File: config.mk
export PLATFORM = sky130hd
export DESIGN_NAME = wps_front
export DESIGN_NICKNAME = d
export VERILOG_FILES = /design/src/design/wps_pkg.sv /design/src/design/wps_front.sv
export SDC_FILE = /design/constraint.sdc
export NUM_CORES = 1
export LEC_CHECK = 0
export BUFFER_PORTS_ARGS = -buffer_cell sky130_fd_sc_hd__buf_2
export CORE_AREA = 2 2 98 100
export DETAILED_ROUTE_END_ITERATION = 16
export DIE_AREA = 0 0 100 102
export PLACE_DENSITY = 0.51
export SLEW_MARGIN = 20
export SYNTH_ARGS = -nofsm -noshare
export SYNTH_HDL_FRONTEND = slang
export SYNTH_SLANG_ARGS = --single-unit
File: constraint.sdc
create_clock -name vclk -period 1.3
set_clock_uncertainty 0.15 [all_clocks]
set_input_delay 0.13 -clock vclk [all_inputs]
set_output_delay 0.13 -clock vclk [all_outputs]
set_load 0.01 [all_outputs]
File: src/design/wps_pkg.sv
// wps_pkg: shared types, constants and helpers for the wavetable phase sampler.
// No dependencies; used by every design file but wps_ram through scoped names.

package wps_pkg;

  localparam int TABLE_DEPTH = 1024;
  localparam int IDX_W       = $clog2(TABLE_DEPTH);
  localparam int LEN_W       = IDX_W + 1;
  localparam int CFG_W       = 11;
  localparam int WORD_W      = 32;
  localparam int FRAC_W      = 16;
  localparam int MOD_STEPS   = 32;
  localparam int CNT_W       = $clog2(MOD_STEPS);
  localparam int Q_DEPTH     = 4;
  localparam int QPTR_W      = $clog2(Q_DEPTH);

  localparam logic [1:0] CMD_WRITE = 2'd0;
  localparam logic [1:0] CMD_START = 2'd1;
  localparam logic [1:0] CMD_NEXT  = 2'd2;

  localparam logic [CFG_W-1:0] LENGTH_RESET = CFG_W'(TABLE_DEPTH);

  typedef enum logic [1:0] {
    OP_WRITE,
    OP_START,
    OP_NEXT
  } op_t;

  typedef struct packed {
    op_t               op;
    logic [IDX_W-1:0]  index;
    logic [WORD_W-1:0] data;
    logic [WORD_W-1:0] step;
    logic [WORD_W-1:0] scale;
  } op_word_t;

  typedef struct packed {
    logic full;
    logic empty;
  } q_status_t;

  // clamp the length register to 1..TABLE_DEPTH
  function automatic logic [LEN_W-1:0] eff_len(input logic [CFG_W-1:0] len);
    logic [LEN_W-1:0] r;
    if (len == '0) begin
      r = LEN_W'(1);
    end else if (32'(len) > TABLE_DEPTH) begin
      r = LEN_W'(TABLE_DEPTH);
    end else begin
      r = LEN_W'(len);
    end
    return r;
  endfunction

endpackage

File: src/design/wps_front.sv
// wps_front: input acceptance and command decode into operation words.
// Depends on wps_pkg.

module wps_front (
  input  logic                          in_valid,
  input  logic [1:0]                    command,
  input  logic [9:0]                    table_index,
  input  logic [wps_pkg::WORD_W-1:0]    table_value,
  input  logic [wps_pkg::WORD_W-1:0]    start_phase,
  input  logic [wps_pkg::WORD_W-1:0]    step,
  input  logic [wps_pkg::WORD_W-1:0]    step_scale,
  input  logic                          q_full,
  output logic                          in_stall,
  output logic                          push,
  output wps_pkg::op_word_t             push_word
);

  logic keep;

  assign in_stall = q_full;

  always_comb begin
    keep            = 1'b0;
    push_word.op    = wps_pkg::OP_NEXT;
    push_word.index = wps_pkg::IDX_W'(table_index);
    push_word.data  = start_phase;
    push_word.step  = step;
    push_word.scale = step_scale;
    unique case (command)
      wps_pkg::CMD_WRITE: begin
        keep           = 32'(table_index) < wps_pkg::TABLE_DEPTH;
        push_word.op   = wps_pkg::OP_WRITE;
        push_word.data = table_value;
      end
      wps_pkg::CMD_START: begin
        keep         = 1'b1;
        push_word.op = wps_pkg::OP_START;
      end
      wps_pkg::CMD_NEXT: begin
        keep         = 1'b1;
        push_word.op = wps_pkg::OP_NEXT;
      end
      default: keep = 1'b0;
    endcase
  end

  // drop unused codes and out-of-range writes
  assign push = in_valid && !q_full && keep;

endmodule

==> results.cfg <==
[layout]
seq_cell_count = 0
finalNetCount = 292
layout-drive-gt1-share_pct = 98.6
num_antenna_cells = 0
regArea_sq_um = 0
finalNonFillerCells = 259
fillCellCount = 1004
clkbuf_count = 0
multi_input_area_sq_um = 508
syn_to_final_growth_pct = 38.2
post-route-util_pct = 16.9

[yosys]
synth_top_area_share_pct = 50.4
ys_warn_count = 0
synth-compound-area-share_pct = 0.673
syn-cell-area_sq_mm = 0.00112
synth_top_family_by_area = buffers and inverters
yosys.area_share.simple_pct = 1.79
synth-xor-area-share_pct = 0
yosys-top-cells-area = buf_4, mux2_4, buf_8
synthAdderAreaFrac_pct = 0
synth_common_cells = buf_4, mux2_4, buf_8
synth_nets = 257
synthesis.instances = 115
yosysTopAreaCell = buf_4
ys_types = 9
synth.most_common_cell = buf_4
ys_seq_area_share_pct = 0
yosys-mux-area-fraction_pct = 42.4
syn_avg_cell_area_sq_um = 9.70

[critical_path]
crit_path_max_incr_delay_ps = 300
startpoint_type = primary input
cp_max_fo = 8
criticalPathCategory = in -> out
critPathCaptureType = output pin
crit_arrival_ps = 1100
crit_slowest_cell = mux2_4
required_ps = 1020
worstPathCellList = buf_8 > nor2_4 > buf_12 > clkbuf_16 > mux2_4 > buf_6

[route]
first_pass_iters = 2
viasPerCell = 3.24
routed_wl_mm = 3.33
drc = 0
num_vias = 839
antenna_left = 0
dr.first_iter.drc_count = 7
wl_per_cell_um = 12.9

[timing]
hold_viol_final = 0
max_freq_mhz = 724
period_share_pct = 106
setup_viol = 32
slew_violations = 0
setup_ws_ps = -80.9
post-route-min-period_ps = 1380
tightest_slew_ps = 174
rsz0062_at_grt = yes
slew_headroom_pct = 88.4

[global_route]
grt.busiest_layer = met2
gr-usage-met2_pct = 8.68
grt_pass1_wl_mm = 3.74
grt.met1_usage_pct = 4.50
grt_max_degree = 17
overflow = 0
grt_pass1_vias = 750
grtUsageTotal_pct = 4.64
grt_use_met3_pct = 1.50
grt_antenna_before_repair = 0

[die]
die-area_sq_mm = 0.0102
core_area_sq_mm = 0.00911
die_x_um = 100
die_h_um = 102
start_util_pct = 12.3
ioPinCount = 252
rows = 35

[status]
violations = setup timing
outcome = finished with violations

[hold_path]
min_path_cells = 0
hp-class = in -> out

[place]
dp.final_hpwl_mm = 2.52
placed_cells = 254
place_ws_ps = -113
gp_congestion = 0.608
portBuffers = 104

[power]
vdd_drop_max_mv = 0.0655
p_leak_nw = 0.809
p_per_area_mw_per_mm2 = 369

[run]
maxCapViolCount = 0
## power breakdown
part	internal (mW)	switching [mW]	leakage [nW]
clock network	0	0	0
registers	0	0	0
logic	0.382	0.187	0.809
## cell usage in the layout, fill, tap and decap left out
| cell | netlist | final |
|---|---|---|
| mux2_4 | 30 | 32 |
| buf_8 | 3 | 1 |
| buf_6 | 0 | 33 |
| clkbuf_16 | 0 | 1 |
| and2b_2 | 1 | 1 |
| buf_2 | 0 | 70 |
| buf_4 | 75 | 2 |
| inv_1 | 1 | 1 |
| a211oi_1 | 1 | 1 |
| buf_12 | 0 | 3 |
| nor2_4 | 1 | 1 |
| buf_16 | 0 | 2 |
## final timing paths
check	end	startpoint	slack (ps)
max	push_word[73]	command[0]	-80
min	push_word[104]	table_index[8]	110
## area by class of cell
| cell class | count | share of cell area [%] |
|---|---|---|
| inverter | 1 | 0.243 |
| multi-input combinational | 35 | 32.9 |
| tap | 111 | 9.00 |
| timing repair buffer | 112 | 57.8 |
## worst max-delay path: cells and delay by family
family | cells | cell delay (ps)
multiplexers | 1 | 300
buffers and inverters | 4 | 510
AND/OR/NAND/NOR | 1 | 150
## per-layer routing
layer / wire length, um / share of wire (%)
met5: 0 / 0
met4: 153 / 4.6
met3: 410 / 12
met2: 1690 / 51
met1: 1080 / 32
## logic make-up after synthesis
group                  count (synthesis)
buffers and inverters                 80
muxes                                 32
and+or+nand+nor                        2
AOI/OAI and AO/OA                      1
## per-stage QoR
stage	cell area (sq um)	setup TNS [ps]	power, mW	hold slack, ps
5_1_grt	1540	-3080	0.601	110
6_report	1540	-2100	0.569	110
3_5_place_dp	1200	-2520	0.409	110
4_1_cts	1490	-1390	0.555	110
2_1_floorplan	1120	0	0.458	156
3_3_place_gp	1200	-2120	0.406	110
## what timing repair did
item                                    4_1_cts  5_1_grt
endpoints found under the hold margin         0        0
pin swaps                                     0        1
hold buffers                                  0        0
buffers inserted                              1        1
endpoints found under the setup margin       32       32
resized for setup                            39        1
gates cloned                                  2        1
Power figures use the tool's default switching activity.
