## src/design/wps_pkg.sv

```systemverilog
// wps_pkg: shared types, constants and helpers for the wavetable phase sampler.
// No dependencies; used by every design file but wps_ram through scoped names.

package wps_pkg;

  localparam int TABLE_DEPTH = 1024;
  localparam int IDX_W       = $clog2(TABLE_DEPTH);
  localparam int LEN_W       = IDX_W + 1;
  localparam int CFG_W       = 11;
  localparam int WORD_W      = 32;
  localparam int FRAC_W      = 16;
  localparam int MOD_STEPS   = 32;
  localparam int CNT_W       = $clog2(MOD_STEPS);
  localparam int Q_DEPTH     = 4;
  localparam int QPTR_W      = $clog2(Q_DEPTH);

  localparam logic [1:0] CMD_WRITE = 2'd0;
  localparam logic [1:0] CMD_START = 2'd1;
  localparam logic [1:0] CMD_NEXT  = 2'd2;

  localparam logic [CFG_W-1:0] LENGTH_RESET = CFG_W'(TABLE_DEPTH);

  typedef enum logic [1:0] {
    OP_WRITE,
    OP_START,
    OP_NEXT
  } op_t;

  typedef struct packed {
    op_t               op;
    logic [IDX_W-1:0]  index;
    logic [WORD_W-1:0] data;
    logic [WORD_W-1:0] step;
    logic [WORD_W-1:0] scale;
  } op_word_t;

  typedef struct packed {
    logic full;
    logic empty;
  } q_status_t;

  // clamp the length register to 1..TABLE_DEPTH
  function automatic logic [LEN_W-1:0] eff_len(input logic [CFG_W-1:0] len);
    logic [LEN_W-1:0] r;
    if (len == '0) begin
      r = LEN_W'(1);
    end else if (32'(len) > TABLE_DEPTH) begin
      r = LEN_W'(TABLE_DEPTH);
    end else begin
      r = LEN_W'(len);
    end
    return r;
  endfunction

endpackage

```

## src/design/wps_queue.sv

```systemverilog
// wps_queue: short FIFO of operation words between decode and execution.
// Depends on wps_pkg.

module wps_queue (
  input  logic                 clk,
  input  logic                 rst,
  input  logic                 push,
  input  wps_pkg::op_word_t    push_word,
  input  logic                 pop,
  output wps_pkg::op_word_t    head,
  output wps_pkg::q_status_t   status
);

  wps_pkg::op_word_t             entries [wps_pkg::Q_DEPTH];
  logic [wps_pkg::QPTR_W-1:0]    wr_ptr;
  logic [wps_pkg::QPTR_W-1:0]    rd_ptr;
  logic [wps_pkg::QPTR_W:0]      count;
  logic                          do_push;
  logic                          do_pop;

  assign status.full  = count == (wps_pkg::QPTR_W+1)'(wps_pkg::Q_DEPTH);
  assign status.empty = count == '0;
  assign do_push      = push && !status.full;
  assign do_pop       = pop && !status.empty;
  assign head         = entries[rd_ptr];

  always_ff @(posedge clk) begin
    if (rst) begin
      wr_ptr <= '0;
      rd_ptr <= '0;
      count  <= '0;
    end else begin
      if (do_push) begin
        entries[wr_ptr] <= push_word;
        wr_ptr          <= wr_ptr + 1'b1;
      end
      if (do_pop) begin
        rd_ptr <= rd_ptr + 1'b1;
      end
      if (do_push && !do_pop) begin
        count <= count + 1'b1;
      end else if (do_pop && !do_push) begin
        count <= count - 1'b1;
      end
    end
  end

endmodule

```

## config.mk

```make
export PLATFORM = sky130hd
export DESIGN_NAME = wps_queue
export DESIGN_NICKNAME = d
export VERILOG_FILES = /design/src/design/wps_pkg.sv /design/src/design/wps_queue.sv
export SDC_FILE = /design/constraint.sdc
export NUM_CORES = 1
export LEC_CHECK = 0
export BUFFER_PORTS_ARGS = -buffer_cell sky130_fd_sc_hd__buf_4
export CORE_MARGIN = 2
export CORE_UTILIZATION = 57
export DETAILED_ROUTE_END_ITERATION = 10
export PLACE_DENSITY_LB_ADDON = 0.25
export SLEW_MARGIN = 40
export SYNTH_ARGS = -nofsm -noshare
export SYNTH_HDL_FRONTEND = slang
export SYNTH_SLANG_ARGS = --single-unit
```

## constraint.sdc

```tcl
create_clock -name clk -period 13.3 [get_ports clk]
set_input_delay 0.665 -clock clk [delete_from_list [all_inputs] [get_ports clk]]
set_output_delay 0.665 -clock clk [all_outputs]
set_load 0.01 [all_outputs]
```

==> reports/results.ini <==
[grt]
track_usage_pct=20.2
grt_pass1_wl_um=43900
grt_antenna_before_repair=1
overflow=0
grt_max_degree=67
grt_pass1_vias=7665

[logic_synthesis]
ys_ff_latch=441
ys_seq_area_share_pct=82.1
synth.distinct_cells=22
synthMuxAreaShare_pct=15.3
synth-xor-area-share_pct=0.219
synth_fa_ha_area_share_pct=0.516
synth.avg_cell_area_sq_um=26.1
yosysWarnings=0
syn_nets=731
syn_area_sq_mm=0.0160
synth_simple_gate_area_share_pct=0.609
synthCells=613
synth_compound_area_share_pct=0.227
synth_top_family_by_area=multiplexers

[cells_and_area]
final_common_cell=edfxtp_1
area_delta_synth_final_pct=21.8
antennaDiodeCount=0
most-common-layout-cells=edfxtp_1, buf_4, mux4_2
layout-drive-gt1-share_pct=44.7
final_nets=985
final_area_sq_mm=0.0195
num-fill-cells=1648
fin_cells=1279

[timing]
relSlewSlack_pct=46.8
setup-tns-final_ns=0
max_clock_freq_ghz=0.266
hold_viol=0
clock-skew-final_ns=0.0179
setup-violations-final=0
slew_violations=0
fin_crit_ns=3.76
rsz0062_at_grt=false
finalCritPeriodShare_pct=28.2
worstMarginPinSlew_ns=0.797
setup_ws_ns=9.54

[clock_tree]
hold_buffers=0
clockBufferDepth=3
clockRootBuffer=clkbuf_16
clk_latency_ns=0.53
cts_buffers=42
cts_tree=built
cts_resized=0
cts_max_level=2
clock-sinks=441
post_cts_buffers=0
clk_pin_slew_ns=0.06

[run]
drv_cap=0

[drt]
routedWlPerCell_um=23.0
wl_um=29400
vias=7196
vias_per_cell=5.63
dr.pass1.iters=5
route.detailed.drc=0
drt-initial-drc-count=528
ant_nets=0

[setup_path]
required_ns=12.64
cp_slowest_cell=buf_6
critPathLaunchType=flop
crit_type=reg2out
path_common_cell=buf_6
critPathCaptureType=output port
rrSetupSlack_ns=10.94
path_cells=buf_6, buf_6, mux4_2, buf_4
worstPathMaxFanout=52
cp.arrival_ns=3.09
slowest_delay_ns=0.66

[place]
place_congestion=0.720
place_ws_ns=9.97
placed_area_sq_mm=0.0182
io_buffers=221
place_hpwl_um=17900
dp_cells=1201

[pwr]
clkPwrFrac_pct=31.7
leakage_nw=6.49
switching_power_uw=856
total_power_mw=3.54
pwr-share-comb_pct=21.7
p_int_mw=2.69
p_seq_share_pct=46.6
powerDensity_mw_per_mm2=182
ir_drop_uv=113
switching_share_pct=24.2

[floorplanning]
core_area_sq_mm=0.0277
dieArea_sq_mm=0.0295
initial_core_util_pct=57.8
die_h_um=172
rows=61
die_w_um=172
num_io_pins=222

[run_status]
outcome=finished clean

[hold_path]
hp-class=in2reg

registers in the layout (all words and copies together), names as in the netlist, named ones only:
signal   flops
count        3
entries    432
rd_ptr       2
wr_ptr       2
final cells by class:
cell class,count,area (sq um),area share (%)
inverter,5,18.8,0.0962
clock inverter,17,124,0.635
timing repair buffer,235,1820,9.32
multi-input combinational,142,2720,14.0
tap,378,473,2.43
sequential,441,13200,67.5
clock buffer,61,1190,6.08
metrics by stage:
| step | hold slack [ns] | util, % |
|---|---|---|
| finish | 0.331 | 70.4 |
| global route | 0.316 | 70.4 |
| CTS | 0.316 | 70.4 |
| detailed placement | 0.539 | 65.7 |
| global placement | 0.492 | 65.4 |
| floorplan | 0.481 | - |
path summary, 6_finish.rpt:
path,startpoint,to,cells past startpoint
worst min register to register,wr_ptr[1],wr_ptr[1],2
worst max-delay path,flop,head[80],4
worst min-delay path,push_word[23],entries[1][23],1
worst max register to register,count[0],count[2],9
cell families (layout without fill, tap and decap cells):
kind of cell	Yosys count	count (layout)
compound gates	6	6
fa+ha+maj	6	6
xor+xnor	4	4
flops	441	441
simple gates	16	16
buf+inv	30	318
mux	110	110
critical path, delay by kind of cell, from the launching register on:
kind / cells / cell delay [ns]
flops: 1 / 0.51
buf+inv: 3 / 1.38
mux: 1 / 0.62
synthesized netlist by cell type:
cell        n  area, sq um
buf_6       3         33.8
clkbuf_1    9         33.8
xor2_1      4         35.0
nor3b_2     1         12.5
dfxtp_1     9          180
or3_1       2         12.5
o311ai_0    1         8.76
buf_2      12         60.1
a21oi_1     2         10.0
buf_8       1         15.0
nor3_1      1         5.00
mux4_2    108         2430
nor2_1      5         18.8
mux2i_1     2         20.0
o31ai_1     1         7.51
ha_1        5         62.6
edfxtp_1  432        13000
inv_1       5         18.8
nor3b_1     4         30.0
fa_1        1         20.0
nand2b_1    3         18.8
o21ai_0     2         10.0
power groups by stage:
stage | Clock, mW | Sequential (mW) | Combinational [mW]
floorplan | 0 | 1.67 | 0.480
CTS | 1.15 | 1.65 | 0.788
detailed placement | 0 | 1.68 | 0.785
global placement | 0 | 1.67 | 0.769
finish | 1.12 | 1.65 | 0.770
global route | 1.19 | 1.66 | 0.824
routing by layer:
layer / up-vias / global-route usage, % / wire (um)
met5: - / 0 / 0
met2: 261 / 34.0 / 15200
met3: 39 / 5.61 / 2440
li1: 3146 / - / -
met1: 3750 / 26.3 / 11300
met4: 0 / 5.12 / 510
No activity file was read; power rests on OpenSTA's default activity.
